$ cat src/rtl/snd_ev_pkg.sv
// ----------------------------------------------------------------------------
// snd_ev_pkg
// Shared types, constants and address helpers for the sound chip write to
// note event converter.
// ----------------------------------------------------------------------------
package snd_ev_pkg;

  // Field widths.
  localparam int ADDR_W     = 5;
  localparam int DATA_W     = 8;
  localparam int TIME_W     = 32;
  localparam int KIND_W     = 2;
  localparam int VOICE_W    = 2;
  localparam int VALUE_W    = 28;
  localparam int CPS_W      = 8;
  localparam int WNUM_W     = 44;
  localparam int WDEN_W     = 25;
  localparam int INCR_W     = 16;
  localparam int PROD_W     = WDEN_W + INCR_W;
  localparam int WAVE_W     = 20;
  localparam int CFG_IDX_W  = 2;
  localparam int CFG_DATA_W = 44;
  localparam int CNT_W      = 6;

  // Divider operand widths: numerator and divisor of the shared unit.
  localparam int DIV_NUM_W = WNUM_W;
  localparam int DIV_DEN_W = PROD_W;

  // Voice register layout.
  localparam int VOICES_DEF   = 3;
  localparam int VOICE_STRIDE = 7;
  localparam logic [ADDR_W-1:0] REG_FREQ_LO = 5'd0;
  localparam logic [ADDR_W-1:0] REG_FREQ_HI = 5'd1;
  localparam logic [ADDR_W-1:0] REG_CTRL    = 5'd4;
  localparam logic [DATA_W-1:0] WAVE_MASK   = 8'h70;

  localparam logic [WAVE_W-1:0]  WAVE_MAX  = 20'hFFFFF;
  localparam logic [VALUE_W-1:0] VALUE_MAX = 28'hFFFFFFF;

  // Configuration reset values.
  localparam logic [CPS_W-1:0]  CPS_RESET  = 8'd22;
  localparam logic [WNUM_W-1:0] WNUM_RESET = 44'd13317754060800;
  localparam logic [WDEN_W-1:0] WDEN_RESET = 25'd17734475;

  // Iteration counts of the divider.
  localparam logic [CNT_W-1:0] REST_ITERS = 6'd32;
  localparam logic [CNT_W-1:0] WAVE_ITERS = 6'd44;
  localparam int REST_PAD = DIV_NUM_W - TIME_W;

  typedef enum logic [KIND_W-1:0] {
    KIND_REST = 2'd0,
    KIND_ON   = 2'd1,
    KIND_OFF  = 2'd2
  } kind_t;

  typedef enum logic [CFG_IDX_W-1:0] {
    CFG_CPS  = 2'd0,
    CFG_WNUM = 2'd1,
    CFG_WDEN = 2'd2
  } cfg_idx_t;

  typedef enum logic [1:0] {
    RD_IN,
    RD_CTRL,
    RD_FLO,
    RD_FHI
  } rd_sel_t;

  typedef enum logic [3:0] {
    ST_IDLE,
    ST_OLD,
    ST_CTRL,
    ST_FLO,
    ST_FHI,
    ST_REST_DIV,
    ST_WAVE_MUL,
    ST_WAVE_START,
    ST_WAVE_DIV,
    ST_WAVE_RND,
    ST_EMIT_REST,
    ST_EMIT_OFF,
    ST_EMIT_ON
  } state_t;

  // Commands from the controller to the datapath.
  typedef struct packed {
    logic    load_in;
    rd_sel_t rd_sel;
    logic    wr_shadow;
    logic    cap_old;
    logic    decide;
    logic    cap_flo;
    logic    cap_fhi;
    logic    div_start;
    logic    div_wave;
    logic    cap_rest;
    logic    mul;
    logic    wave_rnd;
    logic    out_load;
    kind_t   out_kind;
    logic    out_last;
  } ctl_cmd_t;

  // Status from the datapath to the controller.
  typedef struct packed {
    logic in_range;
    logic do_on;
    logic do_off;
    logic rest_nz;
    logic incr_zero;
    logic div_busy;
    logic out_free;
  } dp_stat_t;

  function automatic logic [VOICE_W-1:0] voice_of(input logic [ADDR_W-1:0] addr);
    logic [VOICE_W-1:0] v;
    if (addr >= 5'd14) begin
      v = 2'd2;
    end else if (addr >= 5'd7) begin
      v = 2'd1;
    end else begin
      v = 2'd0;
    end
    return v;
  endfunction

  function automatic logic [ADDR_W-1:0] voice_base(input logic [VOICE_W-1:0] v);
    logic [ADDR_W-1:0] b;
    unique case (v)
      2'd1:    b = 5'd7;
      2'd2:    b = 5'd14;
      default: b = 5'd0;
    endcase
    return b;
  endfunction

  function automatic logic [ADDR_W-1:0] vreg_of(input logic [ADDR_W-1:0] addr);
    return addr - voice_base(voice_of(addr));
  endfunction

endpackage

$ cat src/rtl/snd_ev_ram.sv
// ----------------------------------------------------------------------------
// snd_ev_ram
// Generic single-write, single-read RAM with a registered read port.
// ----------------------------------------------------------------------------
module snd_ev_ram #(
  parameter int WIDTH = 8,
  parameter int DEPTH = 21
) (
  input  logic                     clk,
  input  logic                     wr_en,
  input  logic [$clog2(DEPTH)-1:0] wr_addr,
  input  logic [WIDTH-1:0]         wr_data,
  input  logic [$clog2(DEPTH)-1:0] rd_addr,
  output logic [WIDTH-1:0]         rd_data
);

  logic [WIDTH-1:0] mem [DEPTH];

  always_ff @(posedge clk) begin
    if (wr_en) begin
      mem[wr_addr] <= wr_data;
    end
    rd_data <= mem[rd_addr];
  end

endmodule

$ cat src/rtl/snd_ev_div.sv
// ----------------------------------------------------------------------------
// snd_ev_div
// Restoring divider, one quotient bit per cycle. Serves both the rest
// length and the note wavelength.
// ----------------------------------------------------------------------------
module snd_ev_div (
  input  logic                               clk,
  input  logic                               rst,
  input  logic                               start,
  input  logic [snd_ev_pkg::DIV_NUM_W-1:0]   num,
  input  logic [snd_ev_pkg::DIV_DEN_W-1:0]   den,
  input  logic [snd_ev_pkg::CNT_W-1:0]       iters,
  output logic                               busy,
  output logic [snd_ev_pkg::DIV_NUM_W-1:0]   quo,
  output logic [snd_ev_pkg::DIV_DEN_W-1:0]   rem
);

  localparam int NW = snd_ev_pkg::DIV_NUM_W;
  localparam int DW = snd_ev_pkg::DIV_DEN_W;

  logic [NW-1:0]                  num_sh;
  logic [DW-1:0]                  div_den;
  logic [snd_ev_pkg::CNT_W-1:0]   cnt;
  logic [DW:0]                    rem_sh;
  logic [DW:0]                    rem_sub;
  logic                           fits;

  assign rem_sh  = {rem, num_sh[NW-1]};
  assign rem_sub = rem_sh - {1'b0, div_den};
  assign fits    = rem_sh >= {1'b0, div_den};

  always_ff @(posedge clk) begin
    if (rst) begin
      busy <= 1'b0;
      cnt  <= '0;
    end else if (start) begin
      busy <= 1'b1;
      cnt  <= iters;
    end else if (busy) begin
      cnt  <= cnt - 1'b1;
      busy <= (cnt != 1);
    end
  end

  always_ff @(posedge clk) begin
    if (start) begin
      num_sh  <= num;
      div_den <= den;
      rem     <= '0;
      quo     <= '0;
    end else if (busy) begin
      num_sh <= {num_sh[NW-2:0], 1'b0};
      rem    <= fits ? rem_sub[DW-1:0] : rem_sh[DW-1:0];
      quo    <= {quo[NW-2:0], fits};
    end
  end

endmodule

$ cat src/rtl/snd_ev_ctrl.sv
// ----------------------------------------------------------------------------
// snd_ev_ctrl
// Sequencer: reads the shadow, starts the divisions and hands out the
// events of one write in order.
// ----------------------------------------------------------------------------
module snd_ev_ctrl (
  input  logic                   clk,
  input  logic                   rst,
  input  logic                   in_valid,
  output logic                   in_stall,
  input  snd_ev_pkg::dp_stat_t   stat,
  output snd_ev_pkg::ctl_cmd_t   cmd
);

  snd_ev_pkg::state_t state;
  snd_ev_pkg::state_t state_next;

  always_ff @(posedge clk) begin
    if (rst) begin
      state <= snd_ev_pkg::ST_IDLE;
    end else begin
      state <= state_next;
    end
  end

  always_comb begin
    state_next = state;
    unique case (state)
      snd_ev_pkg::ST_IDLE: begin
        if (in_valid) state_next = snd_ev_pkg::ST_OLD;
      end
      snd_ev_pkg::ST_OLD: begin
        state_next = stat.in_range ? snd_ev_pkg::ST_CTRL : snd_ev_pkg::ST_IDLE;
      end
      snd_ev_pkg::ST_CTRL: begin
        state_next = snd_ev_pkg::ST_FLO;
      end
      snd_ev_pkg::ST_FLO: begin
        state_next = (stat.do_on || stat.do_off) ? snd_ev_pkg::ST_FHI
                                                 : snd_ev_pkg::ST_IDLE;
      end
      snd_ev_pkg::ST_FHI: begin
        state_next = snd_ev_pkg::ST_REST_DIV;
      end
      snd_ev_pkg::ST_REST_DIV: begin
        if (!stat.div_busy) begin
          priority if (!stat.do_on) begin
            state_next = snd_ev_pkg::ST_EMIT_REST;
          end else if (stat.incr_zero) begin
            state_next = snd_ev_pkg::ST_WAVE_RND;
          end else begin
            state_next = snd_ev_pkg::ST_WAVE_MUL;
          end
        end
      end
      snd_ev_pkg::ST_WAVE_MUL: begin
        state_next = snd_ev_pkg::ST_WAVE_START;
      end
      snd_ev_pkg::ST_WAVE_START: begin
        state_next = snd_ev_pkg::ST_WAVE_DIV;
      end
      snd_ev_pkg::ST_WAVE_DIV: begin
        if (!stat.div_busy) state_next = snd_ev_pkg::ST_WAVE_RND;
      end
      snd_ev_pkg::ST_WAVE_RND: begin
        state_next = snd_ev_pkg::ST_EMIT_REST;
      end
      snd_ev_pkg::ST_EMIT_REST: begin
        if (!stat.rest_nz || stat.out_free) begin
          state_next = stat.do_off ? snd_ev_pkg::ST_EMIT_OFF : snd_ev_pkg::ST_EMIT_ON;
        end
      end
      snd_ev_pkg::ST_EMIT_OFF: begin
        if (stat.out_free) begin
          state_next = stat.do_on ? snd_ev_pkg::ST_EMIT_ON : snd_ev_pkg::ST_IDLE;
        end
      end
      snd_ev_pkg::ST_EMIT_ON: begin
        if (stat.out_free) state_next = snd_ev_pkg::ST_IDLE;
      end
      default: state_next = snd_ev_pkg::ST_IDLE;
    endcase
  end

  always_comb begin
    cmd          = '0;
    cmd.rd_sel   = snd_ev_pkg::RD_IN;
    cmd.out_kind = snd_ev_pkg::KIND_REST;
    in_stall     = 1'b1;
    unique case (state)
      snd_ev_pkg::ST_IDLE: begin
        in_stall    = 1'b0;
        cmd.load_in = in_valid;
      end
      snd_ev_pkg::ST_OLD: begin
        cmd.rd_sel    = snd_ev_pkg::RD_CTRL;
        cmd.wr_shadow = stat.in_range;
        cmd.cap_old   = 1'b1;
      end
      snd_ev_pkg::ST_CTRL: begin
        cmd.rd_sel = snd_ev_pkg::RD_FLO;
        cmd.decide = 1'b1;
      end
      snd_ev_pkg::ST_FLO: begin
        cmd.rd_sel  = snd_ev_pkg::RD_FHI;
        cmd.cap_flo = 1'b1;
      end
      snd_ev_pkg::ST_FHI: begin
        cmd.cap_fhi   = 1'b1;
        cmd.div_start = 1'b1;
      end
      snd_ev_pkg::ST_REST_DIV: begin
        cmd.cap_rest = !stat.div_busy;
      end
      snd_ev_pkg::ST_WAVE_MUL: begin
        cmd.mul = 1'b1;
      end
      snd_ev_pkg::ST_WAVE_START: begin
        cmd.div_start = 1'b1;
        cmd.div_wave  = 1'b1;
      end
      snd_ev_pkg::ST_WAVE_DIV: begin
        cmd.div_wave = 1'b1;
      end
      snd_ev_pkg::ST_WAVE_RND: begin
        cmd.wave_rnd = 1'b1;
      end
      snd_ev_pkg::ST_EMIT_REST: begin
        cmd.out_load = stat.rest_nz && stat.out_free;
        cmd.out_kind = snd_ev_pkg::KIND_REST;
      end
      snd_ev_pkg::ST_EMIT_OFF: begin
        cmd.out_load = stat.out_free;
        cmd.out_kind = snd_ev_pkg::KIND_OFF;
        cmd.out_last = !stat.do_on;
      end
      snd_ev_pkg::ST_EMIT_ON: begin
        cmd.out_load = stat.out_free;
        cmd.out_kind = snd_ev_pkg::KIND_ON;
        cmd.out_last = 1'b1;
      end
      default: begin
        in_stall = 1'b1;
      end
    endcase
  end

endmodule

$ cat src/rtl/snd_ev_dp.sv
// ----------------------------------------------------------------------------
// snd_ev_dp
// Datapath: configuration registers, register shadow, event decision,
// rest and wavelength arithmetic, and the result register.
// ----------------------------------------------------------------------------
module snd_ev_dp #(
  parameter int VOICES = snd_ev_pkg::VOICES_DEF
) (
  input  logic                                clk,
  input  logic                                rst,
  input  logic                                cfg_write_en,
  input  logic [snd_ev_pkg::CFG_IDX_W-1:0]    cfg_index,
  input  logic [snd_ev_pkg::CFG_DATA_W-1:0]   cfg_data,
  input  logic [snd_ev_pkg::ADDR_W-1:0]       reg_addr,
  input  logic [snd_ev_pkg::DATA_W-1:0]       write_data,
  input  logic [snd_ev_pkg::TIME_W-1:0]       cycle_time,
  input  logic                                out_stall,
  output logic                                out_valid,
  output logic [snd_ev_pkg::KIND_W-1:0]       event_kind,
  output logic [snd_ev_pkg::VOICE_W-1:0]      voice_num,
  output logic [snd_ev_pkg::VALUE_W-1:0]      event_value,
  output logic                                last_event,
  input  snd_ev_pkg::ctl_cmd_t                cmd,
  output snd_ev_pkg::dp_stat_t                stat
);

  localparam int DEPTH = VOICES * snd_ev_pkg::VOICE_STRIDE;
  localparam int IDX_W = $clog2(DEPTH);
  localparam logic [snd_ev_pkg::ADDR_W-1:0] DEPTH_A = snd_ev_pkg::ADDR_W'(DEPTH);

  // Configuration.
  logic [snd_ev_pkg::CPS_W-1:0]  cps;
  logic [snd_ev_pkg::WNUM_W-1:0] wnum;
  logic [snd_ev_pkg::WDEN_W-1:0] wden;
  logic [snd_ev_pkg::CPS_W-1:0]  cps_eff;
  logic [snd_ev_pkg::WDEN_W-1:0] wden_eff;

  // Latched item and per-item state.
  logic [snd_ev_pkg::ADDR_W-1:0]  addr_q;
  logic [snd_ev_pkg::DATA_W-1:0]  data_q;
  logic [snd_ev_pkg::TIME_W-1:0]  time_q;
  logic [snd_ev_pkg::TIME_W-1:0]  last_time;
  logic                           gate_flip;
  logic                           do_on;
  logic                           do_off;
  logic [snd_ev_pkg::DATA_W-1:0]  freq_lo;
  logic [snd_ev_pkg::DATA_W-1:0]  freq_hi;
  logic [snd_ev_pkg::VALUE_W-1:0] rest_val;
  logic                           rest_nz;
  logic [snd_ev_pkg::PROD_W-1:0]  prod;
  logic [snd_ev_pkg::WAVE_W-1:0]  wave;

  // Shadow store.
  logic [DEPTH-1:0]                 shadow_vld;
  logic                             rd_vld;
  logic [IDX_W-1:0]                 rd_idx;
  logic [snd_ev_pkg::ADDR_W-1:0]    rd_addr_full;
  logic [snd_ev_pkg::DATA_W-1:0]    ram_rdata;
  logic [snd_ev_pkg::DATA_W-1:0]    rdata;
  logic [snd_ev_pkg::ADDR_W-1:0]    base;
  logic [snd_ev_pkg::ADDR_W-1:0]    vreg;
  logic [snd_ev_pkg::DATA_W-1:0]    ctrl_val;
  logic                             in_range;

  // Arithmetic.
  logic [snd_ev_pkg::TIME_W-1:0]    elapsed;
  logic [snd_ev_pkg::INCR_W-1:0]    incr;
  logic [snd_ev_pkg::PROD_W-1:0]    mul_res;
  logic [snd_ev_pkg::DIV_NUM_W-1:0] div_num;
  logic [snd_ev_pkg::DIV_DEN_W-1:0] div_den;
  logic [snd_ev_pkg::CNT_W-1:0]     div_iters;
  logic                             div_busy;
  logic [snd_ev_pkg::DIV_NUM_W-1:0] div_quo;
  logic [snd_ev_pkg::DIV_DEN_W-1:0] div_rem;
  logic [snd_ev_pkg::TIME_W-1:0]    samples;
  logic [snd_ev_pkg::DIV_DEN_W:0]   twice_rem;
  logic [snd_ev_pkg::DIV_DEN_W:0]   den_ext;
  logic                             round_up;
  logic [snd_ev_pkg::DIV_NUM_W:0]   quo_rnd;

  // Result register.
  logic                           out_free;
  logic [snd_ev_pkg::VALUE_W-1:0] out_value_next;
  logic [snd_ev_pkg::VOICE_W-1:0] out_voice_next;

  // ---------------------------------------------------------------- config
  always_ff @(posedge clk) begin
    if (rst) begin
      cps  <= snd_ev_pkg::CPS_RESET;
      wnum <= snd_ev_pkg::WNUM_RESET;
      wden <= snd_ev_pkg::WDEN_RESET;
    end else if (cfg_write_en) begin
      unique case (cfg_index)
        snd_ev_pkg::CFG_CPS:  cps  <= cfg_data[snd_ev_pkg::CPS_W-1:0];
        snd_ev_pkg::CFG_WNUM: wnum <= cfg_data[snd_ev_pkg::WNUM_W-1:0];
        snd_ev_pkg::CFG_WDEN: wden <= cfg_data[snd_ev_pkg::WDEN_W-1:0];
        default: ;
      endcase
    end
  end

  // A zero divisor register behaves as one.
  assign cps_eff  = (cps == '0)  ? snd_ev_pkg::CPS_W'(1)  : cps;
  assign wden_eff = (wden == '0) ? snd_ev_pkg::WDEN_W'(1) : wden;

  // ---------------------------------------------------------------- item
  always_ff @(posedge clk) begin
    if (cmd.load_in) begin
      addr_q <= reg_addr;
      data_q <= write_data;
      time_q <= cycle_time;
    end
  end

  assign in_range = addr_q < DEPTH_A;
  assign base     = snd_ev_pkg::voice_base(snd_ev_pkg::voice_of(addr_q));
  assign vreg     = snd_ev_pkg::vreg_of(addr_q);

  // ---------------------------------------------------------------- shadow
  always_comb begin
    unique case (cmd.rd_sel)
      snd_ev_pkg::RD_IN:   rd_addr_full = (reg_addr < DEPTH_A) ? reg_addr : '0;
      snd_ev_pkg::RD_CTRL: rd_addr_full = base + snd_ev_pkg::REG_CTRL;
      snd_ev_pkg::RD_FLO:  rd_addr_full = base + snd_ev_pkg::REG_FREQ_LO;
      snd_ev_pkg::RD_FHI:  rd_addr_full = base + snd_ev_pkg::REG_FREQ_HI;
      default:             rd_addr_full = '0;
    endcase
  end

  assign rd_idx = rd_addr_full[IDX_W-1:0];

  snd_ev_ram #(
    .WIDTH (snd_ev_pkg::DATA_W),
    .DEPTH (DEPTH)
  ) u_shadow (
    .clk     (clk),
    .wr_en   (cmd.wr_shadow),
    .wr_addr (addr_q[IDX_W-1:0]),
    .wr_data (data_q),
    .rd_addr (rd_idx),
    .rd_data (ram_rdata)
  );

  // Entries never written since reset read as zero.
  always_ff @(posedge clk) begin
    if (rst) begin
      shadow_vld <= '0;
      rd_vld     <= 1'b0;
    end else begin
      rd_vld <= shadow_vld[rd_idx];
      if (cmd.wr_shadow) begin
        shadow_vld[addr_q[IDX_W-1:0]] <= 1'b1;
      end
    end
  end

  assign rdata = rd_vld ? ram_rdata : '0;

  // The control read was issued in the cycle of the shadow write, so a
  // write to the control register itself takes the new byte directly.
  assign ctrl_val = (vreg == snd_ev_pkg::REG_CTRL) ? data_q : rdata;

  always_ff @(posedge clk) begin
    if (cmd.cap_old) begin
      gate_flip <= rdata[0] ^ data_q[0];
    end
    if (cmd.decide) begin
      priority if (vreg == snd_ev_pkg::REG_CTRL) begin
        do_on  <= gate_flip && data_q[0] && ((data_q & snd_ev_pkg::WAVE_MASK) != '0);
        do_off <= gate_flip && !(data_q[0] && ((data_q & snd_ev_pkg::WAVE_MASK) != '0));
      end else if (vreg == snd_ev_pkg::REG_FREQ_LO || vreg == snd_ev_pkg::REG_FREQ_HI) begin
        do_on  <= ctrl_val[0] && ((ctrl_val & snd_ev_pkg::WAVE_MASK) != '0);
        do_off <= ctrl_val[0] && ((ctrl_val & snd_ev_pkg::WAVE_MASK) != '0);
      end else begin
        do_on  <= 1'b0;
        do_off <= 1'b0;
      end
    end
    if (cmd.cap_flo) begin
      freq_lo <= rdata;
    end
    if (cmd.cap_fhi) begin
      freq_hi <= rdata;
    end
  end

  assign incr = {freq_hi, freq_lo};

  // ---------------------------------------------------------------- arithmetic
  assign elapsed = time_q - last_time;
  assign mul_res = wden_eff * incr;

  // The rest division runs 32 steps on the elapsed count placed at the top.
  always_comb begin
    if (cmd.div_wave) begin
      div_num   = wnum;
      div_den   = prod;
      div_iters = snd_ev_pkg::WAVE_ITERS;
    end else begin
      div_num   = {elapsed, {snd_ev_pkg::REST_PAD{1'b0}}};
      div_den   = snd_ev_pkg::DIV_DEN_W'(cps_eff);
      div_iters = snd_ev_pkg::REST_ITERS;
    end
  end

  snd_ev_div u_div (
    .clk   (clk),
    .rst   (rst),
    .start (cmd.div_start),
    .num   (div_num),
    .den   (div_den),
    .iters (div_iters),
    .busy  (div_busy),
    .quo   (div_quo),
    .rem   (div_rem)
  );

  assign samples = div_quo[snd_ev_pkg::TIME_W-1:0];

  // Round to nearest, ties to even.
  assign twice_rem = {div_rem, 1'b0};
  assign den_ext   = {1'b0, prod};
  assign round_up  = (twice_rem > den_ext) || ((twice_rem == den_ext) && div_quo[0]);
  assign quo_rnd   = {1'b0, div_quo} + (snd_ev_pkg::DIV_NUM_W + 1)'(round_up);

  always_ff @(posedge clk) begin
    if (rst) begin
      last_time <= '0;
    end else if (cmd.cap_rest) begin
      last_time <= time_q;
    end
  end

  always_ff @(posedge clk) begin
    if (cmd.cap_rest) begin
      rest_nz  <= samples != '0;
      rest_val <= (samples[snd_ev_pkg::TIME_W-1:snd_ev_pkg::VALUE_W] != '0)
                  ? snd_ev_pkg::VALUE_MAX : samples[snd_ev_pkg::VALUE_W-1:0];
    end
    if (cmd.mul) begin
      prod <= mul_res;
    end
    if (cmd.wave_rnd) begin
      priority if (incr == '0) begin
        wave <= snd_ev_pkg::WAVE_MAX;
      end else if (quo_rnd > (snd_ev_pkg::DIV_NUM_W + 1)'(snd_ev_pkg::WAVE_MAX)) begin
        wave <= snd_ev_pkg::WAVE_MAX;
      end else begin
        wave <= quo_rnd[snd_ev_pkg::WAVE_W-1:0];
      end
    end
  end

  // ---------------------------------------------------------------- result
  assign out_free = !out_valid || !out_stall;

  always_comb begin
    unique case (cmd.out_kind)
      snd_ev_pkg::KIND_REST: begin
        out_value_next = rest_val;
        out_voice_next = '0;
      end
      snd_ev_pkg::KIND_ON: begin
        out_value_next = snd_ev_pkg::VALUE_W'(wave);
        out_voice_next = snd_ev_pkg::voice_of(addr_q);
      end
      snd_ev_pkg::KIND_OFF: begin
        out_value_next = '0;
        out_voice_next = snd_ev_pkg::voice_of(addr_q);
      end
      default: begin
        out_value_next = '0;
        out_voice_next = '0;
      end
    endcase
  end

  always_ff @(posedge clk) begin
    if (rst) begin
      out_valid <= 1'b0;
    end else if (cmd.out_load) begin
      out_valid <= 1'b1;
    end else if (!out_stall) begin
      out_valid <= 1'b0;
    end
  end

  always_ff @(posedge clk) begin
    if (cmd.out_load) begin
      event_kind  <= cmd.out_kind;
      voice_num   <= out_voice_next;
      event_value <= out_value_next;
      last_event  <= cmd.out_last;
    end
  end

  assign stat.in_range  = in_range;
  assign stat.do_on     = do_on;
  assign stat.do_off    = do_off;
  assign stat.rest_nz   = rest_nz;
  assign stat.incr_zero = incr == '0;
  assign stat.div_busy  = div_busy;
  assign stat.out_free  = out_free;

endmodule

$ cat src/rtl/sound_chip_write_to_note_events_top.sv
// ----------------------------------------------------------------------------
// sound_chip_write_to_note_events_top
// Converts timestamped sound chip register writes into rest, note-on and
// note-off events.
// ----------------------------------------------------------------------------
// Usage:
//   Input channel (in_valid / in_stall) carries one register write per item:
//   reg_addr, write_data and cycle_time. Output channel (out_valid /
//   out_stall) carries zero to three events per write; last_event marks the
//   final event of a write. Configuration registers are written through
//   cfg_write_en / cfg_index / cfg_data while the block is idle.
//   A write that gives no event does not start the divider. A write with
//   events runs the divider for the rest length, and again for the
//   wavelength when it carries a note-on with a nonzero frequency. The
//   bit-serial divider runs 32 steps for the rest length and 44 steps for
//   the wavelength.
//   One write is processed at a time; the next one is taken as soon as its
//   last event sits in the output register, even if that event still waits.
//   Reset clears the shadow registers and the last-event time and restores
//   the configuration defaults. A stalled receiver holds the current event
//   and halts the sequencer before the next event.
// ----------------------------------------------------------------------------
module sound_chip_write_to_note_events_top #(
  parameter int VOICES = snd_ev_pkg::VOICES_DEF
) (
  input  logic                                clk,
  input  logic                                rst,
  input  logic                                cfg_write_en,
  input  logic [snd_ev_pkg::CFG_IDX_W-1:0]    cfg_index,
  input  logic [snd_ev_pkg::CFG_DATA_W-1:0]   cfg_data,
  input  logic                                in_valid,
  output logic                                in_stall,
  input  logic [snd_ev_pkg::ADDR_W-1:0]       reg_addr,
  input  logic [snd_ev_pkg::DATA_W-1:0]       write_data,
  input  logic [snd_ev_pkg::TIME_W-1:0]       cycle_time,
  output logic                                out_valid,
  input  logic                                out_stall,
  output logic [snd_ev_pkg::KIND_W-1:0]       event_kind,
  output logic [snd_ev_pkg::VOICE_W-1:0]      voice_num,
  output logic [snd_ev_pkg::VALUE_W-1:0]      event_value,
  output logic                                last_event
);

  snd_ev_pkg::ctl_cmd_t cmd;
  snd_ev_pkg::dp_stat_t stat;

  snd_ev_ctrl u_ctrl (
    .clk      (clk),
    .rst      (rst),
    .in_valid (in_valid),
    .in_stall (in_stall),
    .stat     (stat),
    .cmd      (cmd)
  );

  snd_ev_dp #(
    .VOICES (VOICES)
  ) u_dp (
    .clk          (clk),
    .rst          (rst),
    .cfg_write_en (cfg_write_en),
    .cfg_index    (cfg_index),
    .cfg_data     (cfg_data),
    .reg_addr     (reg_addr),
    .write_data   (write_data),
    .cycle_time   (cycle_time),
    .out_stall    (out_stall),
    .out_valid    (out_valid),
    .event_kind   (event_kind),
    .voice_num    (voice_num),
    .event_value  (event_value),
    .last_event   (last_event),
    .cmd          (cmd),
    .stat         (stat)
  );

  // A waiting event is never overwritten.
  a_no_overwrite: assert property (@(posedge clk) disable iff (rst)
    cmd.out_load |-> stat.out_free)
    else $error("event loaded while the previous one is still waiting");

  // Once an item is taken, the block is busy in the next cycle.
  a_busy_after_accept: assert property (@(posedge clk) disable iff (rst)
    (in_valid && !in_stall) |=> in_stall)
    else $error("input accepted twice in a row");

  // The divider is only started when idle.
  a_div_idle_start: assert property (@(posedge clk) disable iff (rst)
    cmd.div_start |-> !stat.div_busy)
    else $error("divider restarted while busy");

  // The shadow is only written for addresses it holds.
  a_shadow_range: assert property (@(posedge clk) disable iff (rst)
    cmd.wr_shadow |-> stat.in_range)
    else $error("shadow write outside the voice registers");

endmodule
$ cat config.mk
export PLATFORM = sky130hd
export DESIGN_NAME = sound_chip_write_to_note_events_top
export DESIGN_NICKNAME = d
export VERILOG_FILES = /design/src/rtl/snd_ev_pkg.sv /design/src/rtl/snd_ev_ram.sv /design/src/rtl/snd_ev_div.sv /design/src/rtl/snd_ev_ctrl.sv /design/src/rtl/snd_ev_dp.sv /design/src/rtl/sound_chip_write_to_note_events_top.sv
export SDC_FILE = /design/constraint.sdc
export NUM_CORES = 2
export LEC_CHECK = 0
export BUFFER_PORTS_ARGS = -buffer_cell sky130_fd_sc_hd__buf_2
export CORE_AREA = 2 2 438 440
export DETAILED_ROUTE_END_ITERATION = 8
export DIE_AREA = 0 0 440 442
export MAX_ROUTING_LAYER = met4
export SKIP_CTS_REPAIR_TIMING = 1
export SLEW_MARGIN = 20
export SYNTH_ARGS = -nofsm -noshare
export SYNTH_HDL_FRONTEND = slang
export SYNTH_HIERARCHICAL = 1
export SYNTH_SLANG_ARGS = --single-unit
$ cat constraint.sdc
create_clock -name clk -period 9.8 [get_ports clk]
set_clock_uncertainty 0.2 [all_clocks]
set_input_delay 0.98 -clock clk [delete_from_list [all_inputs] [get_ports clk]]
set_output_delay 0.98 -clock clk [all_outputs]
set_load 0.02 [all_outputs]
==> flow_metrics.env <==
export IMPL_status="completed"
export IMPL_path_class="reg2reg"
export IMPL_die_area_um2=194500
export IMPL_hp_class="reg2reg"
export IMPL_drive_gt1_frac=0.09492
export IMPL_syn_inst=4440
export IMPL_clk_pin_slew_ps=60
export IMPL_grt_pass1_wl_mm=177.8
export IMPL_nNetsFinal=5102
export IMPL_fin_crit_ps=8256
export IMPL_finalCritPeriodShare=0.8424
export IMPL_row_count=160
export IMPL_powerDensity_nw_per_um2=242.3
export IMPL_num_vias=31350
export IMPL_async_flop_share=0
export IMPL_fillers=19700
export IMPL_hold_violations=0
export IMPL_start_kind="register"
export IMPL_routedWlPerCell_um=16.00
export IMPL_path_max_fanout=18
export IMPL_initial_utilization=0.2391
export IMPL_grt_max_degree=170
export IMPL_clock_latency_ps=690
export IMPL_drv_slew=0
export IMPL_ys_warn_count=6
export IMPL_cpPeakStageDelay_ps=610
export IMPL_synthesis_area_um2=45340
export IMPL_io_pins=131
export IMPL_setup_viol_count_final=0
export IMPL_port_buffers=130
export IMPL_slew_headroom=0.2227
export IMPL_die_height_um=442
export IMPL_ys_seq_area_frac=0.3957
export IMPL_antenna_found_initial=2
export IMPL_rsz0062_at_grt="false"
export IMPL_grt_usage=0.1170
export IMPL_htreeDepth=3
export IMPL_clk_path_buf_depth=3
export IMPL_vdd_drop_max_v=0.0002584
export IMPL_synth_cell_type_count=106
export IMPL_core_um2=189600
export IMPL_fmax_ghz=0.1211
export IMPL_cts_root_buffer="clkbuf_16"
export IMPL_area_delta_synth_final_pct=12.36
export IMPL_finalSetupTns_ps=0
export IMPL_gp_congestion=0.8955
export IMPL_cpMaxStageDelayCell="or4_1"
export IMPL_overflow=0
export IMPL_end_kind="register"
export IMPL_initialDrtViolationCount=2310
export IMPL_drc=0
export IMPL_cts_sinks=676
export IMPL_drt_pass1_iter_count=5
export IMPL_die_x_um=440
export IMPL_synth_ff_type="edfxtp_1"
export IMPL_drt_total_wl_mm=112.4
export IMPL_dp_hpwl_mm=81.45
export IMPL_cp_data_arrival_time_ps=8470
export IMPL_required_ps=10010
export IMPL_grt_pass1_vias=31220
export IMPL_cap_violations=0
export IMPL_syn_avg_cell_area_um2=10.21
export IMPL_drtAntennaViolNets=0
export IMPL_ys_ff_latch=676
export IMPL_worst_pin_slew_ps=1166
export IMPL_cts_tree="yes"
export IMPL_synth_edf_count=440
export IMPL_power_leakage_uw=0.02045
export IMPL_p_total_uw=12340
export IMPL_via_per_inst=4.465
export IMPL_numCtsBuffers=73
-- critical path: cells and delay by family (launching register included) --
kind | cells | cell delay [ps]
simple gates | 6 | 1700
xor+xnor | 1 | 150
buf+inv | 5 | 260
flops | 1 | 500
compound gates | 7 | 2130
fa+ha+maj | 7 | 3030
-- routing by layer --
metal	routed length [um]	vias up	global-route usage	part of all wire
met3	5365	181	0.01676	0.048
met2	52200	806	0.1835	0.46
met1	51830	15390	0.1574	0.46
met4	2966	0	0.03115	0.026
met5	0	-	-	0
li1	-	14970	-	-
-- power breakdown --
group,internal [uW],total (uW),leakage [uW],switching [uW]
combinational,2450,5820,0.0133,3370
clock,1660,2900,0.00123,1240
sequential,3420,3630,0.00594,213
-- path summary, 6_finish.rpt --
path | cells after the start | slack (ps) | start | endpoint
setup reg to reg | 26 | 1540 | u_dp/wden[4] | u_dp/prod[38]
hold reg to reg | 2 | 250 | u_dp/wnum[0] | u_dp/wnum[0]
hold / removal | 2 | 250 | u_dp/wnum[0] | u_dp/wnum[0]
setup / recovery | 26 | 1540 | u_dp/wden[4] | u_dp/prod[38]
-- Yosys cell counts, drive strengths merged (24+ instances only) --
| library cell | n | area [um2] |
|---|---|---|
| a21oi | 210 | 1070 |
| xor2 | 45 | 394.1 |
| xnor2 | 80 | 700.7 |
| and2 | 252 | 1577 |
| a21o | 66 | 496.7 |
| ha | 235 | 2940 |
| clkbuf | 163 | 613.1 |
| inv | 522 | 1959 |
| a31oi | 24 | 150.1 |
| fa | 323 | 6466 |
| dfxtp | 236 | 4725 |
| nand2b | 54 | 340.3 |
| nor4 | 32 | 221.5 |
| nor3 | 40 | 210.2 |
| nor2 | 270 | 1021 |
| and3 | 24 | 151.4 |
| mux2 | 61 | 686.9 |
| edfxtp | 440 | 13210 |
| nor2b | 33 | 206.5 |
| a311oi | 30 | 300.3 |
| nand2 | 603 | 2288 |
| nand3 | 53 | 270.3 |
| nand3b | 30 | 225.2 |
| mux2i | 140 | 1401 |
| nand4 | 48 | 312.8 |
| buf | 63 | 420.4 |
| o21ai | 103 | 515.5 |
-- area by class of cell --
class                   instances  area (um2)  share of cell area
repair buffers                157       880.8             0.01729
inverters                     522        1959             0.03846
clock inverters                45       531.8             0.01044
flip-flops and latches        676       17940              0.3522
diodes                          1       2.502          0.00004912
multi-input cells            3018       24490              0.4807
well taps                    2511        3142             0.06168
clock buffers                  91        1996             0.03918
-- state kept, by name (all words and copies together), names as in the netlist, 25 cells and up --
| name | cells |
|---|---|
| u_dp/rest_val | 28 |
| u_dp/u_div/rem | 41 |
| u_dp/wden | 25 |
| u_dp/time_q | 32 |
| u_dp/wnum | 44 |
| u_dp/event_value | 28 |
| u_dp/prod | 41 |
| u_dp/u_div/num_sh | 44 |
| u_dp/u_shadow/mem | 168 |
| u_dp/u_div/quo | 44 |
| u_dp/last_time | 32 |
| u_dp/u_div/div_den | 41 |
-- cell families (layout without fill, tap and decap cells) --
kind of cell	after synthesis	in the layout	share of synthesized area
AND/OR/NAND/NOR	1488	1488	0.1591
buffers and inverters	748	815	0.06602
flip-flops	676	676	0.3957
AO/OA/AOI/OAI	625	625	0.09295
adder cells (fa/ha/maj)	558	558	0.2075
multiplexers	218	218	0.05451
XOR/XNOR	125	125	0.02415
other	2	5	0.0001657
-- per-stage QoR --
stage               std cells  worst slack [ps]  cell area, um2  hold slack, ps  utilization
finish                   7021              1544           50940           248.7       0.2687
detailed placement       6884              1565           48410           242.2       0.2554
global placement         6883              1639           48390           237.4       0.2552
floorplan                4442              2373           45340           229.0            -
global route             7021              1137           50940           236.0       0.2687
CTS                      7020              1539           50940           225.9       0.2687
-- layout by cell type, fill, tap and decap left out, types with 17 or more instances in the layout --
master / synthesis / routed
a211oi_1: 20 / 20
a21o_1: 65 / 65
a21oi_1: 205 / 204
a22o_1: 20 / 20
a311oi_1: 24 / 24
a31oi_1: 24 / 24
and2_1: 252 / 252
and3_1: 23 / 21
buf_2: 24 / 129
buf_4: 12 / 26
clkbuf_16: 0 / 74
dfxtp_1: 236 / 235
edfxtp_1: 440 / 440
fa_1: 323 / 323
ha_1: 235 / 235
inv_1: 520 / 519
mux2_2: 61 / 61
mux2i_1: 140 / 140
mux4_2: 17 / 17
nand2_1: 593 / 593
nand2b_1: 53 / 53
nand3_1: 52 / 52
nand3b_1: 30 / 30
nand4_1: 46 / 46
nor2_1: 267 / 265
nor2b_1: 33 / 33
nor3_1: 38 / 37
nor4_1: 30 / 29
o21ai_0: 83 / 83
o21ai_1: 20 / 20
xnor2_1: 80 / 80
xor2_1: 45 / 45
(Power assumes the default switching activity.)
